## config.mk

```make
export PLATFORM = sky130hd
export DESIGN_NAME = reduction_tree_task_tracker_top
export DESIGN_NICKNAME = d
export VERILOG_FILES = /design/src/hdl/rtt_pkg.sv /design/src/hdl/rtt_ram.sv /design/src/hdl/reduction_tree_task_tracker_top.sv
export SDC_FILE = /design/constraint.sdc
export NUM_CORES = 2
export LEC_CHECK = 0
export ABC_AREA = 1
export CAP_MARGIN = 20
export CORE_UTILIZATION = 45
export DETAILED_ROUTE_END_ITERATION = 16
export DONT_BUFFER_PORTS = 1
export GPL_TIMING_DRIVEN = 0
export MAX_ROUTING_LAYER = met4
export PLACE_DENSITY = 0.6
export SLEW_MARGIN = 20
export SYNTH_ARGS = -nofsm -noshare
export SYNTH_HDL_FRONTEND = slang
export SYNTH_SLANG_ARGS = --single-unit
```

## constraint.sdc

```tcl
create_clock -name clk -period 7.7 [get_ports clk]
set_input_delay 0.77 -clock clk [delete_from_list [all_inputs] [get_ports clk]]
set_output_delay 0.77 -clock clk [all_outputs]
set_load 0.05 [all_outputs]
```

## src/hdl/rtt_pkg.sv

```systemverilog
// Shared types and constants for the reduction tree task tracker.
// No dependencies; used by the top level and the testbench.
package rtt_pkg;

  localparam int MAX_WORKERS = 16;
  localparam int TIME_BITS   = 48;
  localparam int NODE_CAP    = 2 * MAX_WORKERS;
  localparam int TASK_CAP    = MAX_WORKERS;
  localparam int QUEUE_CAP   = 2 * MAX_WORKERS;

  localparam logic [2:0] CMD_MARK    = 3'd0;
  localparam logic [2:0] CMD_POP     = 3'd1;
  localparam logic [2:0] CMD_CLAIM   = 3'd2;
  localparam logic [2:0] CMD_FINISH  = 3'd3;
  localparam logic [2:0] CMD_REBUILD = 3'd4;

  localparam logic [1:0] ST_OK      = 2'd0;
  localparam logic [1:0] ST_REFUSED = 2'd1;
  localparam logic [1:0] ST_BAD_ID  = 2'd2;
  localparam logic [1:0] ST_EMPTY   = 2'd3;

  localparam logic [1:0] KIND_NONE = 2'd0;
  localparam logic [1:0] KIND_TASK = 2'd1;
  localparam logic [1:0] KIND_STOP = 2'd2;

  localparam logic [2:0] FLAG_QUEUED  = 3'b001;
  localparam logic [2:0] FLAG_CLAIMED = 3'b010;
  localparam logic [2:0] FLAG_DONE    = 3'b100;

  // parent marker for a node with no task above it (never below task_total)
  localparam logic [4:0] PARENT_NONE = 5'd16;
  localparam logic [5:0] NODE_NONE   = 6'd32;
  localparam logic [4:0] STOP_TOKEN  = 5'd16;

  typedef struct packed {
    logic [2:0]           cmd;
    logic [4:0]           item_id;
    logic [TIME_BITS-1:0] event_time;
  } rtt_in_t;

  typedef struct packed {
    logic [1:0]           status;
    logic [1:0]           pop_kind;
    logic [3:0]           popped_task;
    logic [TIME_BITS-1:0] left_time;
    logic [TIME_BITS-1:0] right_time;
    logic                 tree_done;
    logic [TIME_BITS-1:0] done_time;
  } rtt_out_t;

endpackage

```

## src/hdl/rtt_ram.sv

```systemverilog
// Generic single-write, single-read synchronous RAM with registered read.
// No dependencies.
module rtt_ram #(
  parameter int WIDTH = 8,
  parameter int DEPTH = 32
) (
  input  logic                     clk,
  input  logic                     we,
  input  logic [$clog2(DEPTH)-1:0] waddr,
  input  logic [WIDTH-1:0]         wdata,
  input  logic [$clog2(DEPTH)-1:0] raddr,
  output logic [WIDTH-1:0]         rdata
);

  logic [WIDTH-1:0] mem [DEPTH];

  always_ff @(posedge clk) begin
    if (we) begin
      mem[waddr] <= wdata;
    end
    rdata <= mem[raddr];
  end

endmodule

```

## src/hdl/reduction_tree_task_tracker_top.sv

```systemverilog
// Reduction tree task tracker: command sequencer, tree tables and queue control.
// Depends on rtt_pkg and rtt_ram (node time store and ready queue store).
//
// Usage: one command beat on in_* (valid/ready) yields exactly one result beat
// on out_* (valid/ready). cfg_wr_en/cfg_wr_data set worker_count, used by the
// next rebuild; write it only while the block is idle.
// The block works on one command at a time; each kind of command goes through:
//   mark, finish without completion: table update, then enqueue check
//   completion: table update, then one stop token pushed per cycle, one per leaf
//   pop: queue memory read, claim: two reads through the
//   one read port of the node time memory, bad id or unknown command: result set on acceptance
//   rebuild: table clear, then pairing level by level, one pair a cycle
// The next command is taken the cycle after the result beat leaves.
// Reset: synchronous, active low; the tree is empty (all ids out of range)
// until a rebuild, worker_count returns to 16. Memories need no clearing:
// only written entries are read.
// Stall: a result waits in the output register while out_ready is low, and
// no new command is accepted until it is taken.
module reduction_tree_task_tracker_top
  import rtt_pkg::*;
(
  input  logic     clk,
  input  logic     rst_n,
  input  logic     in_valid,
  output logic     in_ready,
  input  rtt_in_t  in_data,
  output logic     out_valid,
  input  logic     out_ready,
  output rtt_out_t out_data,
  input  logic       cfg_wr_en,
  input  logic [4:0] cfg_wr_data
);

  typedef enum logic [2:0] {
    S_IDLE, S_ENQ, S_STOP, S_POP_RD, S_CLM_L, S_CLM_R, S_BUILD
  } state_t;

  state_t st_r;

  logic [4:0]           wc_r;
  logic [4:0]           node_total_r;
  logic [3:0]           task_total_r;
  logic [5:0]           root_node_r;
  logic [3:0]           root_task_r;
  logic                 fin_r;
  logic [TIME_BITS-1:0] ftime_r;
  logic [4:0]           qhead_r, qtail_r;
  logic [5:0]           qfill_r;

  logic [NODE_CAP-1:0]  ready_r;
  logic [4:0]           parent_r [NODE_CAP];
  logic [4:0]           tl_r     [TASK_CAP];
  logic [4:0]           tr_r     [TASK_CAP];
  logic [4:0]           to_r     [TASK_CAP];
  logic [2:0]           flags_r  [TASK_CAP];

  logic [4:0]           t_r;
  logic [3:0]           claim_r;
  logic [4:0]           stop_cnt_r;
  logic [TIME_BITS-1:0] lt_r;
  logic                 out_valid_r;
  rtt_out_t             out_data_r;

  // rebuild sequencer: current level is [b_s_r, b_s_r + b_k_r) plus optional carry
  logic [4:0] b_s_r, b_k_r, b_c_r, b_i_r, b_fo_r, b_pairs_r;
  logic       b_hc_r;

  logic                 in_acc;
  logic [4:0]           id;
  logic [3:0]           tidx;
  logic                 id_node_ok, id_task_ok, claim_ok;
  logic [5:0]           leaf6, cap6;
  logic [3:0]           tt;
  logic                 enq_go;
  logic                 push_req, q_we;
  logic [4:0]           push_val;
  logic [4:0]           q_rdata;
  logic                 nt_we;
  logic [4:0]           nt_waddr, nt_raddr;
  logic [TIME_BITS-1:0] nt_rdata;
  logic [4:0]           wc_sat;
  logic [5:0]           ncur, b_i_next;
  logic [4:0]           elem_a, elem_b, elem_last, elem_first;

  function automatic logic [4:0] elem(input logic [4:0] idx, input logic [4:0] s,
                                      input logic [4:0] k, input logic [4:0] c);
    elem = (idx < k) ? 5'(s + idx) : c;
  endfunction

  function automatic rtt_out_t mk_out(input logic [1:0] status, input logic [1:0] kind,
                                      input logic [3:0] popped,
                                      input logic [TIME_BITS-1:0] lt,
                                      input logic [TIME_BITS-1:0] rt,
                                      input logic fin, input logic [TIME_BITS-1:0] ft);
    rtt_out_t o;
    o.status      = status;
    o.pop_kind    = kind;
    o.popped_task = popped;
    o.left_time   = lt;
    o.right_time  = rt;
    o.tree_done   = fin;
    o.done_time   = ft;
    mk_out = o;
  endfunction

  assign in_ready  = (st_r == S_IDLE) && !out_valid_r;
  assign in_acc    = in_valid && in_ready;
  assign out_valid = out_valid_r;
  assign out_data  = out_data_r;

  assign id         = in_data.item_id;
  assign tidx       = id[3:0];
  assign id_node_ok = id < node_total_r;
  assign id_task_ok = id < {1'b0, task_total_r};
  assign claim_ok   = (flags_r[tidx] == FLAG_QUEUED) &&
                      ready_r[tl_r[tidx]] && ready_r[tr_r[tidx]];

  assign leaf6 = (node_total_r == 5'd0) ? 6'd0 : 6'(({1'b0, node_total_r} + 6'd1) >> 1);
  always_comb begin
    cap6 = 6'({2'b00, task_total_r} + leaf6 + 6'd1);
    if (cap6 > 6'(QUEUE_CAP)) begin
      cap6 = 6'(QUEUE_CAP);
    end
  end

  assign tt     = t_r[3:0];
  assign enq_go = (t_r < {1'b0, task_total_r}) && (flags_r[tt] == 3'b000) &&
                  ready_r[tl_r[tt]] && ready_r[tr_r[tt]];

  always_comb begin
    push_req = 1'b0;
    push_val = STOP_TOKEN;
    if (st_r == S_ENQ) begin
      push_req = enq_go;
      push_val = {1'b0, tt};
    end else if (st_r == S_STOP) begin
      push_req = 1'b1;
    end
  end
  assign q_we = push_req && (qfill_r < cap6);

  assign nt_we    = in_acc && (((in_data.cmd == CMD_MARK) && id_node_ok) ||
                               ((in_data.cmd == CMD_FINISH) && id_task_ok));
  assign nt_waddr = (in_data.cmd == CMD_MARK) ? id : to_r[tidx];
  assign nt_raddr = (st_r == S_IDLE) ? tl_r[tidx] : tr_r[claim_r];

  assign wc_sat     = (wc_r > 5'(MAX_WORKERS)) ? 5'(MAX_WORKERS) : wc_r;
  assign ncur       = {1'b0, b_k_r} + {5'd0, b_hc_r};
  assign b_i_next   = {1'b0, b_i_r} + 6'd1;
  assign elem_a     = elem(b_i_r, b_s_r, b_k_r, b_c_r);
  assign elem_b     = elem(b_i_next[4:0], b_s_r, b_k_r, b_c_r);
  assign elem_last  = elem(5'(ncur - 6'd1), b_s_r, b_k_r, b_c_r);
  assign elem_first = elem(5'd0, b_s_r, b_k_r, b_c_r);

  rtt_ram #(.WIDTH(TIME_BITS), .DEPTH(NODE_CAP)) u_node_time (
    .clk   (clk),
    .we    (nt_we),
    .waddr (nt_waddr),
    .wdata (in_data.event_time),
    .raddr (nt_raddr),
    .rdata (nt_rdata)
  );

  rtt_ram #(.WIDTH(5), .DEPTH(QUEUE_CAP)) u_ready_queue (
    .clk   (clk),
    .we    (q_we),
    .waddr (qtail_r),
    .wdata (push_val),
    .raddr (qhead_r),
    .rdata (q_rdata)
  );

  always_ff @(posedge clk) begin
    if (!rst_n) begin
      st_r         <= S_IDLE;
      wc_r         <= 5'(MAX_WORKERS);
      node_total_r <= '0;
      task_total_r <= '0;
      root_node_r  <= NODE_NONE;
      root_task_r  <= '0;
      fin_r        <= 1'b0;
      ftime_r      <= '0;
      qhead_r      <= '0;
      qtail_r      <= '0;
      qfill_r      <= '0;
      ready_r      <= '0;
      out_valid_r  <= 1'b0;
      for (int i = 0; i < NODE_CAP; i++) begin
        parent_r[i] <= PARENT_NONE;
      end
      for (int i = 0; i < TASK_CAP; i++) begin
        flags_r[i] <= '0;
      end
    end else begin
      if (cfg_wr_en) begin
        wc_r <= cfg_wr_data;
      end
      if (out_valid_r && out_ready) begin
        out_valid_r <= 1'b0;
      end
      if (q_we) begin
        qtail_r <= qtail_r + 5'd1;
        qfill_r <= qfill_r + 6'd1;
      end

      unique case (st_r)
        S_IDLE: begin
          if (in_acc) begin
            priority case (in_data.cmd)
              CMD_MARK: begin
                if (!id_node_ok) begin
                  out_valid_r <= 1'b1;
                  out_data_r  <= mk_out(ST_BAD_ID, KIND_NONE, '0, '0, '0, fin_r, ftime_r);
                end else begin
                  ready_r[id] <= 1'b1;
                  if (task_total_r == 4'd0 && {1'b0, id} == root_node_r && !fin_r) begin
                    fin_r      <= 1'b1;
                    ftime_r    <= in_data.event_time;
                    stop_cnt_r <= leaf6[4:0];
                    st_r       <= S_STOP;
                  end else begin
                    t_r  <= parent_r[id];
                    st_r <= S_ENQ;
                  end
                end
              end
              CMD_POP: begin
                if (qfill_r == 6'd0) begin
                  out_valid_r <= 1'b1;
                  out_data_r  <= mk_out(ST_EMPTY, KIND_NONE, '0, '0, '0, fin_r, ftime_r);
                end else begin
                  // memory read of the head entry is already under way
                  qhead_r <= qhead_r + 5'd1;
                  qfill_r <= qfill_r - 6'd1;
                  st_r    <= S_POP_RD;
                end
              end
              CMD_CLAIM: begin
                if (!id_task_ok) begin
                  out_valid_r <= 1'b1;
                  out_data_r  <= mk_out(ST_BAD_ID, KIND_NONE, '0, '0, '0, fin_r, ftime_r);
                end else if (!claim_ok) begin
                  out_valid_r <= 1'b1;
                  out_data_r  <= mk_out(ST_REFUSED, KIND_NONE, '0, '0, '0, fin_r, ftime_r);
                end else begin
                  flags_r[tidx] <= FLAG_CLAIMED;
                  claim_r       <= tidx;
                  st_r          <= S_CLM_L;
                end
              end
              CMD_FINISH: begin
                if (!id_task_ok) begin
                  out_valid_r <= 1'b1;
                  out_data_r  <= mk_out(ST_BAD_ID, KIND_NONE, '0, '0, '0, fin_r, ftime_r);
                end else begin
                  flags_r[tidx]       <= flags_r[tidx] | FLAG_DONE;
                  ready_r[to_r[tidx]] <= 1'b1;
                  if (tidx == root_task_r && !fin_r) begin
                    fin_r      <= 1'b1;
                    ftime_r    <= in_data.event_time;
                    stop_cnt_r <= leaf6[4:0];
                    st_r       <= S_STOP;
                  end else begin
                    t_r  <= parent_r[to_r[tidx]];
                    st_r <= S_ENQ;
                  end
                end
              end
              CMD_REBUILD: begin
                ready_r <= '0;
                for (int i = 0; i < NODE_CAP; i++) begin
                  parent_r[i] <= PARENT_NONE;
                end
                for (int i = 0; i < TASK_CAP; i++) begin
                  flags_r[i] <= '0;
                end
                qhead_r      <= '0;
                qtail_r      <= '0;
                qfill_r      <= '0;
                node_total_r <= wc_sat;
                task_total_r <= '0;
                root_node_r  <= NODE_NONE;
                root_task_r  <= '0;
                fin_r        <= 1'b0;
                ftime_r      <= '0;
                b_s_r        <= '0;
                b_k_r        <= wc_sat;
                b_hc_r       <= 1'b0;
                b_c_r        <= '0;
                b_i_r        <= '0;
                b_fo_r       <= wc_sat;
                b_pairs_r    <= '0;
                st_r         <= S_BUILD;
              end
              default: begin
                out_valid_r <= 1'b1;
                out_data_r  <= mk_out(ST_REFUSED, KIND_NONE, '0, '0, '0, fin_r, ftime_r);
              end
            endcase
          end
        end
        S_ENQ: begin
          if (enq_go) begin
            flags_r[tt] <= FLAG_QUEUED;
          end
          out_valid_r <= 1'b1;
          out_data_r  <= mk_out(ST_OK, KIND_NONE, '0, '0, '0, fin_r, ftime_r);
          st_r        <= S_IDLE;
        end
        S_STOP: begin
          stop_cnt_r <= stop_cnt_r - 5'd1;
          if (stop_cnt_r == 5'd1) begin
            out_valid_r <= 1'b1;
            out_data_r  <= mk_out(ST_OK, KIND_NONE, '0, '0, '0, fin_r, ftime_r);
            st_r        <= S_IDLE;
          end
        end
        S_POP_RD: begin
          out_valid_r <= 1'b1;
          if (q_rdata == STOP_TOKEN) begin
            out_data_r <= mk_out(ST_OK, KIND_STOP, '0, '0, '0, fin_r, ftime_r);
          end else begin
            out_data_r <= mk_out(ST_OK, KIND_TASK, q_rdata[3:0], '0, '0, fin_r, ftime_r);
          end
          st_r <= S_IDLE;
        end
        S_CLM_L: begin
          lt_r <= nt_rdata;
          st_r <= S_CLM_R;
        end
        S_CLM_R: begin
          out_valid_r <= 1'b1;
          out_data_r  <= mk_out(ST_OK, KIND_NONE, '0, lt_r, nt_rdata, fin_r, ftime_r);
          st_r        <= S_IDLE;
        end
        S_BUILD: begin
          if (ncur == 6'd0) begin
            out_valid_r <= 1'b1;
            out_data_r  <= mk_out(ST_OK, KIND_NONE, '0, '0, '0, fin_r, ftime_r);
            st_r        <= S_IDLE;
          end else if (b_i_next < ncur) begin
            // pair two adjacent nodes into the next task
            tl_r[task_total_r]     <= elem_a;
            tr_r[task_total_r]     <= elem_b;
            to_r[task_total_r]     <= node_total_r;
            parent_r[elem_a]       <= {1'b0, task_total_r};
            parent_r[elem_b]       <= {1'b0, task_total_r};
            node_total_r           <= node_total_r + 5'd1;
            task_total_r           <= task_total_r + 4'd1;
            b_pairs_r              <= b_pairs_r + 5'd1;
            b_i_r                  <= 5'(b_i_r + 5'd2);
          end else if (ncur == 6'd1) begin
            root_node_r <= {1'b0, elem_first};
            root_task_r <= (task_total_r == 4'd0) ? 4'd0 : task_total_r - 4'd1;
            out_valid_r <= 1'b1;
            out_data_r  <= mk_out(ST_OK, KIND_NONE, '0, '0, '0, fin_r, ftime_r);
            st_r        <= S_IDLE;
          end else begin
            // advance to the next level, carry an odd last node up
            b_hc_r    <= ncur[0];
            b_c_r     <= elem_last;
            b_s_r     <= b_fo_r;
            b_k_r     <= b_pairs_r;
            b_fo_r    <= node_total_r;
            b_pairs_r <= '0;
            b_i_r     <= '0;
          end
        end
        default: st_r <= S_IDLE;
      endcase
    end
  end

  a_fill_cap: assert property (@(posedge clk) disable iff (!rst_n)
    qfill_r <= 6'(QUEUE_CAP))
    else $error("queue fill above capacity");

  a_ptr_fill: assert property (@(posedge clk) disable iff (!rst_n)
    5'(qtail_r - qhead_r) == qfill_r[4:0])
    else $error("queue pointers disagree with fill");

  a_acc_busy: assert property (@(posedge clk) disable iff (!rst_n)
    in_acc |=> (st_r != S_IDLE) || out_valid_r)
    else $error("accepted command left no work and no result");

  a_push_state: assert property (@(posedge clk) disable iff (!rst_n)
    q_we |-> (st_r == S_ENQ) || (st_r == S_STOP))
    else $error("queue write outside enqueue or stop phase");

endmodule

```

# Word-level counts from Yosys, hierarchy flattened
# Memories as Yosys holds them, arrays and structs flattened. A register that Yosys moved wholly into a read port is not among the register bits.
# Index checks and enable logic that the tools add are counted.
[totals]
register_bits = 371
ram_bits = 2144
in_bits = 66
out_inout_bits = 155
elab_cells = 477
memories = 7
[mem_list]
columns = ["name", "depth", "word_bits", "read_ports", "rd_ports_with_merged_regs", "write_ports", "line_no", "source"]
rows = [
  ["u_node_time.mem", 32, 48, 1, 1, 1, "rtt_ram.sv:15", "logic [WIDTH-1:0] mem [DEPTH];"],
  ["parent_r", 32, 5, 2, 0, 32, "reduction_tree_task_tracker_top.sv:51", "logic [4:0] parent_r [NODE_CAP];"],
  ["u_ready_queue.mem", 32, 5, 1, 1, 1, "rtt_ram.sv:15", ""],
  ["tl_r", 16, 5, 2, 1, 1, "reduction_tree_task_tracker_top.sv:52", "logic [4:0] tl_r [TASK_CAP];"],
  ["to_r", 16, 5, 1, 0, 1, "reduction_tree_task_tracker_top.sv:54", "logic [4:0] to_r [TASK_CAP];"],
  ["tr_r", 16, 5, 3, 2, 1, "reduction_tree_task_tracker_top.sv:53", "logic [4:0] tr_r [TASK_CAP];"],
  ["1 more memories", "--", "--", "--", "--", "--", "--", ""],
]
[classes]
n_addsub = 19
magnitude_cmp = 19
eq_ne = 49
mux = 249
bitwise_logic = 51
n_reduce_logical = 52
[op_table]
columns = ["cell", "n"]
rows = [
  ["$mux W153", 10],
  ["$pmux W153 S6", 1],
  ["$pmux W153 S5", 1],
  ["$mux W5", 82],
  ["$mux W48", 4],
  ["$mux W151", 1],
  ["$pmux W48 S3", 1],
  ["$pmux W5 S2", 11],
  ["$pmux W32 S3", 1],
  ["$mux W3", 29],
  ["$mux W1", 64],
  ["$mux W32", 2],
  ["$or A32 B32 Y32", 2],
  ["$mux W6", 10],
  ["$mux W4", 14],
  ["$or A1 B1 Y1", 49],
  ["$lt A5 B6 Y1 const B", 6],
  ["$ne A3 B3 Y1 const B", 11],
  ["$ne A2 B2 Y1 const B", 13],
  ["$pmux W6 S2", 2],
  ["$reduce_and A8 Y1", 3],
  ["$add A5 B1 Y5 const B", 4],
  ["$bmux W1 S5", 4],
  ["$lt A5 B5 Y1", 4],
  ["57 further kinds", 110],
]

# Logic depth before layout (Yosys ltp)
# An unclocked memory read counts as a cell.
[depth]
ltp_word = 16
depth_mapped = 23
depth_no_buf = 22

# Hierarchy
# From an unflattened synthesis, not the netlist that was laid out.
[hier_totals]
cells_unflattened = 10193
area_unflattened_um2 = 110307.0
[by_module_without_submodules]
columns = ["mod", "instances", "cells_each", "area_per_inst_um2", "seq_area_each_um2"]
rows = [
  ["rtt_ram at u_node_time", 1, 5279, 62969.1, 47085.2],
  ["reduction_tree_task_tracker_top", 1, 4319, 40541.4, 23182.2],
  ["rtt_ram at u_ready_queue", 1, 595, 6796.5, 4904.7],
]

# Least setup slack after synthesis
# Ideal clock, no wire load.
[synth_path]
path_kind = "input port to flip-flop"
startpoint = "in in_data[49] (netlist name)"
endpoint = "reg out_data_r (netlist bit out_data[0]), enable pin"
setup_time_ns = 0.506
arrival_time_ns = 5.310
t_required_ns = 7.194
setup_slack_ns = 1.884
cell_stages = 20
n_path_buf = 3
cell_sequence = "buf_4 nand2_2 buf_6 buf_6 nor2_1 a21oi_1 nand3_1 nand3_1 nand2_2 inv_2 nand3_1 nand3_1 nand3_1 nand3_1 nand2_1 nand3_1 nor2_1 nand2_1 nand2_1 inv_1"
[synth_between]
elab_chain_len = 7
word_cells_on_any_way = 16
classes_between = "order compare (2); eq/ne (4); mux (4); reduce/logical (3); memory (3)"
[synth_lines]
columns = ["item", "line_no", "source"]
rows = [
  ["from (decl)", "reduction_tree_task_tracker_top.sv:26", "input rtt_in_t in_data,"],
  ["$mem_v2 Z16 W5", "--", ""],
  ["$bmux W1 S5", "reduction_tree_task_tracker_top.sv:116", "ready_r[tl_r[tidx]] && ready_r[tr_r[tidx]];"],
  ["$mux W1 (not written as such)", "reduction_tree_task_tracker_top.sv:116", ""],
  ["$logic_and A1 B1 Y1", "reduction_tree_task_tracker_top.sv:115", "assign claim_ok = (flags_r[tidx] == FLAG_QUEUED) &&"],
  ["$logic_and A1 B1 Y1", "reduction_tree_task_tracker_top.sv:116", ""],
  ["$ne A4 B4 Y1 (no source line)", "--", ""],
  ["$reduce_and A11 Y1 (no source line) (*)", "--", ""],
  ["to (signal assigned)", "reduction_tree_task_tracker_top.sv:213", "out_data_r <= mk_out(ST_BAD_ID, KIND_NONE, '0, '0, '0, fin_r, ftime_r);"],
  ["to (signal assigned)", "reduction_tree_task_tracker_top.sv:230", "out_data_r <= mk_out(ST_EMPTY, KIND_NONE, '0, '0, '0, fin_r, ftime_r);"],
  ["to (signal assigned)", "reduction_tree_task_tracker_top.sv:241", "out_data_r <= mk_out(ST_BAD_ID, KIND_NONE, '0, '0, '0, fin_r, ftime_r);"],
  ["to (decl)", "reduction_tree_task_tracker_top.sv:62", "rtt_out_t out_data_r;"],
]
# Mark *: on every way between the ends. The rest lies on a longest branch, timed or not. The select of a mux whose other input is x is not followed.
# A chain may end at the register's enable or synchronous reset.

# Final worst setup path
[layout_path]
startpoint = "reg st_r[0]"
endpoint = "mem u_node_time.mem[1][4] (netlist name), enable pin"
[layout_between]
elab_chain_len = 6
[layout_lines]
columns = ["item", "line_no", "source"]
rows = [
  ["from (decl)", "reduction_tree_task_tracker_top.sv:38", "state_t st_r;"],
  ["from (signal assigned)", "reduction_tree_task_tracker_top.sv:175", "st_r <= S_IDLE;"],
  ["from (signal assigned)", "reduction_tree_task_tracker_top.sv:220", "st_r <= S_STOP;"],
  ["from (signal assigned)", "reduction_tree_task_tracker_top.sv:223", "st_r <= S_ENQ;"],
  ["$logic_not A3 Y1", "reduction_tree_task_tracker_top.sv:106", "assign in_ready = (st_r == S_IDLE) && !out_valid_r;"],
  ["$logic_and A1 B1 Y1", "reduction_tree_task_tracker_top.sv:106", ""],
  ["named net in_ready", "reduction_tree_task_tracker_top.sv:25", "output logic in_ready,"],
  ["$logic_and A1 B1 Y1", "reduction_tree_task_tracker_top.sv:107", "assign in_acc = in_valid && in_ready;"],
  ["$logic_and A1 B1 Y1", "reduction_tree_task_tracker_top.sv:142", "assign nt_we = in_acc && (((in_data.cmd == CMD_MARK) && id_node_ok) ||"],
  ["$mux W1", "rtt_ram.sv:18", "if (we) begin"],
  ["$mux W1 (not written as such)", "rtt_ram.sv:19", "mem[waddr] <= wdata;"],
  ["to (decl)", "rtt_ram.sv:15", ""],
]
# The timed path passes the listed nets, and every way through them passes these cells.

==> out/qor.json <==
{
  "final_layout": {
    "num-nets-final": 9702,
    "layout-area-overhead-vs-synth_pct": 15.6,
    "n_fill_cell": 20400,
    "post-route-cell-area_sq_um": 125000,
    "layout-drive-gt1-share": 0.0914
  },
  "placement": {
    "total_of_buffers_placed_on_input_and_output_ports": 0,
    "detailed_place_hpwl_um": 283000,
    "place_congestion": 1.02,
    "placed_area_sq_um": 115000
  },
  "power_and_ir_drop": {
    "clk_network_pwr_share": 0.274,
    "pint_mw": 28.6,
    "switching_share": 0.423,
    "power.share.combinational": 0.375,
    "power-per-cell-area_nw_per_um2": 396,
    "part_of_the_power_in_registers": 0.350,
    "vdd_drop_max_mv": 0.258,
    "switching_power_summed_over_all_nets_mw": 21.0,
    "fin_total_pwr_mw": 49.6,
    "p_leak_nw": 42.6
  },
  "logic_synthesis": {
    "netlist.area_leader.share": 0.653,
    "yosysSeqAreaShare": 0.693,
    "synthDistinctLibCells": 66,
    "cell_type_contributing_the_most_total_cell_area_after_synthesis": "sky130_fd_sc_hd__edfxtp_1",
    "netlist_area_sq_um": 108000,
    "yosys-top-cells-area": "sky130_fd_sc_hd__edfxtp_1 65%, sky130_fd_sc_hd__nor2_1 5.3%, sky130_fd_sc_hd__dfxtp_1 4.0%",
    "dominantRegCellSynth": "sky130_fd_sc_hd__edfxtp_1",
    "synth_seq_cells": 2576,
    "syn-num-nets": 9245,
    "number_of_flops_mapped_to_enable_cells_by_yosys": 2358,
    "post_synth_inst_count": 9102,
    "async_reset_ff_frac": 0,
    "syn-mean-instance-area_sq_um": 11.9,
    "yosys_warnings": 0
  },
  "clocking": {
    "cts.sinks": 2576,
    "cts_tree": "done",
    "clock_insertion_delay_worst_skew_ns": 0.98,
    "cts.clk_slew.worst_paths_ns": 0.06,
    "cts.root.buffer_cell": "sky130_fd_sc_hd__clkbuf_16",
    "post_cts_repair_setup_buffers": 0,
    "cts_htree_levels": 5,
    "max-clock-path-buffers": 4,
    "cts_buffers": 292
  },
  "worst_setup_path": {
    "startpoint_type": "flip-flop",
    "cp_max_fo": 19,
    "worst-endpoint-required_ns": 8.32,
    "crit_arrival_ns": 6.80,
    "regToRegEndpoint": "u_node_time.mem[1][4]",
    "critPathCaptureType": "flip-flop",
    "worst-r2r-setup-slack_ns": 1.52,
    "worst_setup_path_class": "reg -> reg",
    "r2r-start": "st_r[0]",
    "reg2regPathDepth": 11
  },
  "run_status": {
    "run_status": "finished clean"
  },
  "die": {
    "ios": 221,
    "die-width_um": 493,
    "rows": 179,
    "core_sq_um": 239000,
    "start_util": 0.454,
    "dieArea_sq_um": 243000,
    "die_h_um": 493
  },
  "sta": {
    "max_slew_margin": 0.179,
    "pins_over_slew_limit": 0,
    "post-route-period-util": 0.803,
    "setup_violations": 0,
    "fmax_mhz": 162,
    "rsz0062_at_grt": "no",
    "shortest_period_the_worst_path_allows_ns": 6.18,
    "clk_skew_ns": 0.0950,
    "tightest_slew_ns": 1.23,
    "report.final.hold_viol_count": 0
  },
  "min_path": {
    "hold_path_class": "in -> reg",
    "hold_path.startpoint": "cfg_wr_en",
    "worst_hold_path.num_cells": 2,
    "worstHoldEndpoint": "wc_r[3]"
  },
  "route": {
    "postRouteWirelength_um": 407000,
    "route.antenna.remaining_nets": 0,
    "dr.first_iter.drc_count": 11300,
    "vias": 80600,
    "detailedRoute.firstPassIterationCount": 8,
    "drc_errors_left": 0,
    "avgViaCountPerCell": 6.22,
    "drt-wirelength-per-cell_um": 31.4
  },
  "run": {
    "maxCapViolations": 0
  },
  "global_routing": {
    "first_pass_grt_wire_length_um": 566000,
    "first_global_vias": 75700,
    "grt_start_max_net_pins": 91,
    "grt_antenna_before_repair": 38,
    "grt_usage": 0.338,
    "grt-ovfl-total": 0
  }
}
## area by class of cell
cell class,count,area (sq um),share of cell area
sequential,2576,75200,0.600
clock buffer,372,7900,0.0630
inverter,457,1720,0.0137
timing repair buffer,163,3290,0.0262
multi-input combinational,5497,29400,0.235
buffer,572,2560,0.0204
clock inverter,140,1260,0.0100
antenna,19,47.5,0.000379
tap,3167,3960,0.0316
## kinds of logic (layout without fill, tap and decap cells)
group,Yosys count,after routing,share of synthesized area
and+or+nand+nor,3181,3181,0.122
DFF,2576,2576,0.693
AOI/OAI and AO/OA,2199,2199,0.132
buffers and inverters,1029,1704,0.0393
adders and majority gates,77,77,0.00916
xor gates and xnor gates,40,40,0.00323
other,0,19,0
## cells in the final DEF (no fill, tap or decap), types with 61 or more instances in the layout
cell type                   synthesis  layout
sky130_fd_sc_hd__a21oi_1          284     284
sky130_fd_sc_hd__a22oi_1          183     183
sky130_fd_sc_hd__buf_12             0     115
sky130_fd_sc_hd__buf_2            121     123
sky130_fd_sc_hd__clkbuf_1         345     397
sky130_fd_sc_hd__clkbuf_16          0     299
sky130_fd_sc_hd__clkinv_1          12      61
sky130_fd_sc_hd__dfxtp_1          218     218
sky130_fd_sc_hd__edfxtp_1        2358    2358
sky130_fd_sc_hd__ha_1              73      73
sky130_fd_sc_hd__inv_1            422     420
sky130_fd_sc_hd__nand2_1          868     868
sky130_fd_sc_hd__nand3_1          567     567
sky130_fd_sc_hd__nor2_1          1542    1489
sky130_fd_sc_hd__o21ai_0          637     630
sky130_fd_sc_hd__o21ai_1           78      79
sky130_fd_sc_hd__o21bai_1         339     339
sky130_fd_sc_hd__o221ai_1         324     324
sky130_fd_sc_hd__o22ai_1          144     144
## Yosys cell counts (all sizes together), types with 2 or more instances
| cell | count |
|---|---|
| nor4 | 14 |
| nand3 | 578 |
| o41ai | 3 |
| a22o | 13 |
| a32o | 2 |
| a2111oi | 5 |
| a21o | 3 |
| o32ai | 47 |
| ha | 73 |
| and2 | 19 |
| inv | 445 |
| a22oi | 183 |
| a21oi | 286 |
| o21ai | 718 |
| xnor2 | 11 |
| or2 | 12 |
| o22ai | 144 |
| xor2 | 29 |
| nand3b | 2 |
| fa | 4 |
| o31ai | 8 |
| or4 | 5 |
| o311ai | 3 |
| clkinv | 12 |
| clkbuf | 345 |
| a41oi | 2 |
| dfxtp | 218 |
| a31oi | 12 |
| a21boi | 2 |
| o211ai | 59 |
| nand2 | 888 |
| o21bai | 339 |
| nor3b | 5 |
| a211oi | 10 |
| buf | 227 |
| nor2 | 1551 |
| nand4 | 53 |
| o21a | 20 |
| edfxtp | 2358 |
| nor3 | 53 |
| o2111ai | 9 |
| o221ai | 324 |
| a221oi | 2 |
| a221o | 2 |
## worst max-delay path: stages, from the launching register on
cell and delay (ns):
sky130_fd_sc_hd__dfxtp_1 0.33, sky130_fd_sc_hd__nor2_1 0.13, sky130_fd_sc_hd__inv_1 0.10, sky130_fd_sc_hd__nor2_2 0.39
sky130_fd_sc_hd__inv_1 0.44, sky130_fd_sc_hd__nor2_1 0.84, sky130_fd_sc_hd__nand2_1 0.52, sky130_fd_sc_hd__nor2_1 0.79
sky130_fd_sc_hd__nand3_1 0.88, sky130_fd_sc_hd__nor2_4 0.89, sky130_fd_sc_hd__buf_12 0.28, sky130_fd_sc_hd__buf_12 0.20
## routing by layer
metal,global-route usage,up-vias,share of wire
li1,-,34400,-
met1,0.427,40000,0.38
met2,0.514,5171,0.46
met3,0.0631,1054,0.10
met4,0.190,0,0.064
met5,-,-,0
## power by group through the flow
stage,Clock (mW),Sequential [mW],Combinational (mW)
after floorplan,0,17.5,9.48
after global placement,0,17.8,17.4
after detailed placement,0,17.7,17.7
after CTS,13.7,17.4,18.0
after global routing,14.2,17.4,19.3
final,13.6,17.4,18.6
## registers in the layout, indices dropped and copies added, names as in the netlist, 48 cells and up, named ones only
signal,count
flags_r,48
ftime_r,48
lt_r,48
out_data,153
parent_r,160
tl_r,80
to_r,80
tr_r,80
u_node_time.mem,1536
u_node_time.rdata,48
u_ready_queue.mem,160
## per-stage QoR
| stage | TNS (ns) | hold slack [ns] | util | cells | setup slack, ns |
|---|---|---|---|---|---|
| finish | 0 | 0.0436 | 0.525 | 13000 | 1.52 |
| detailed placement | 0 | 0.415 | 0.482 | 12400 | 1.67 |
| floorplan | 0 | 0.408 | - | 9102 | 1.88 |
| global route | 0 | 0.0310 | 0.525 | 13000 | 1.30 |
| CTS | 0 | 0.00285 | 0.525 | 12900 | 1.68 |
| global placement | -2499.33 | 0.417 | 0.471 | 12300 | -1.79 |
## how the worst max path moves through the flow
stage	start	end
2_1_floorplan	in_data[49]	out_data[0]
3_3_place_gp	in_data[51]	u_node_time.mem[21][29]
3_5_place_dp	in_data[49]	u_node_time.rdata[35]
4_1_cts	st_r[0]	u_node_time.mem[1][4]
5_1_grt	node_total_r[0]	u_ready_queue.mem[3][0]
6_report	st_r[0]	u_node_time.mem[1][4]
## timing repair
action,CTS,global route
resized for setup,0,0
hold buffers,60,0
hold endpoints to repair,1582,0
(Power assumes the default switching activity.)
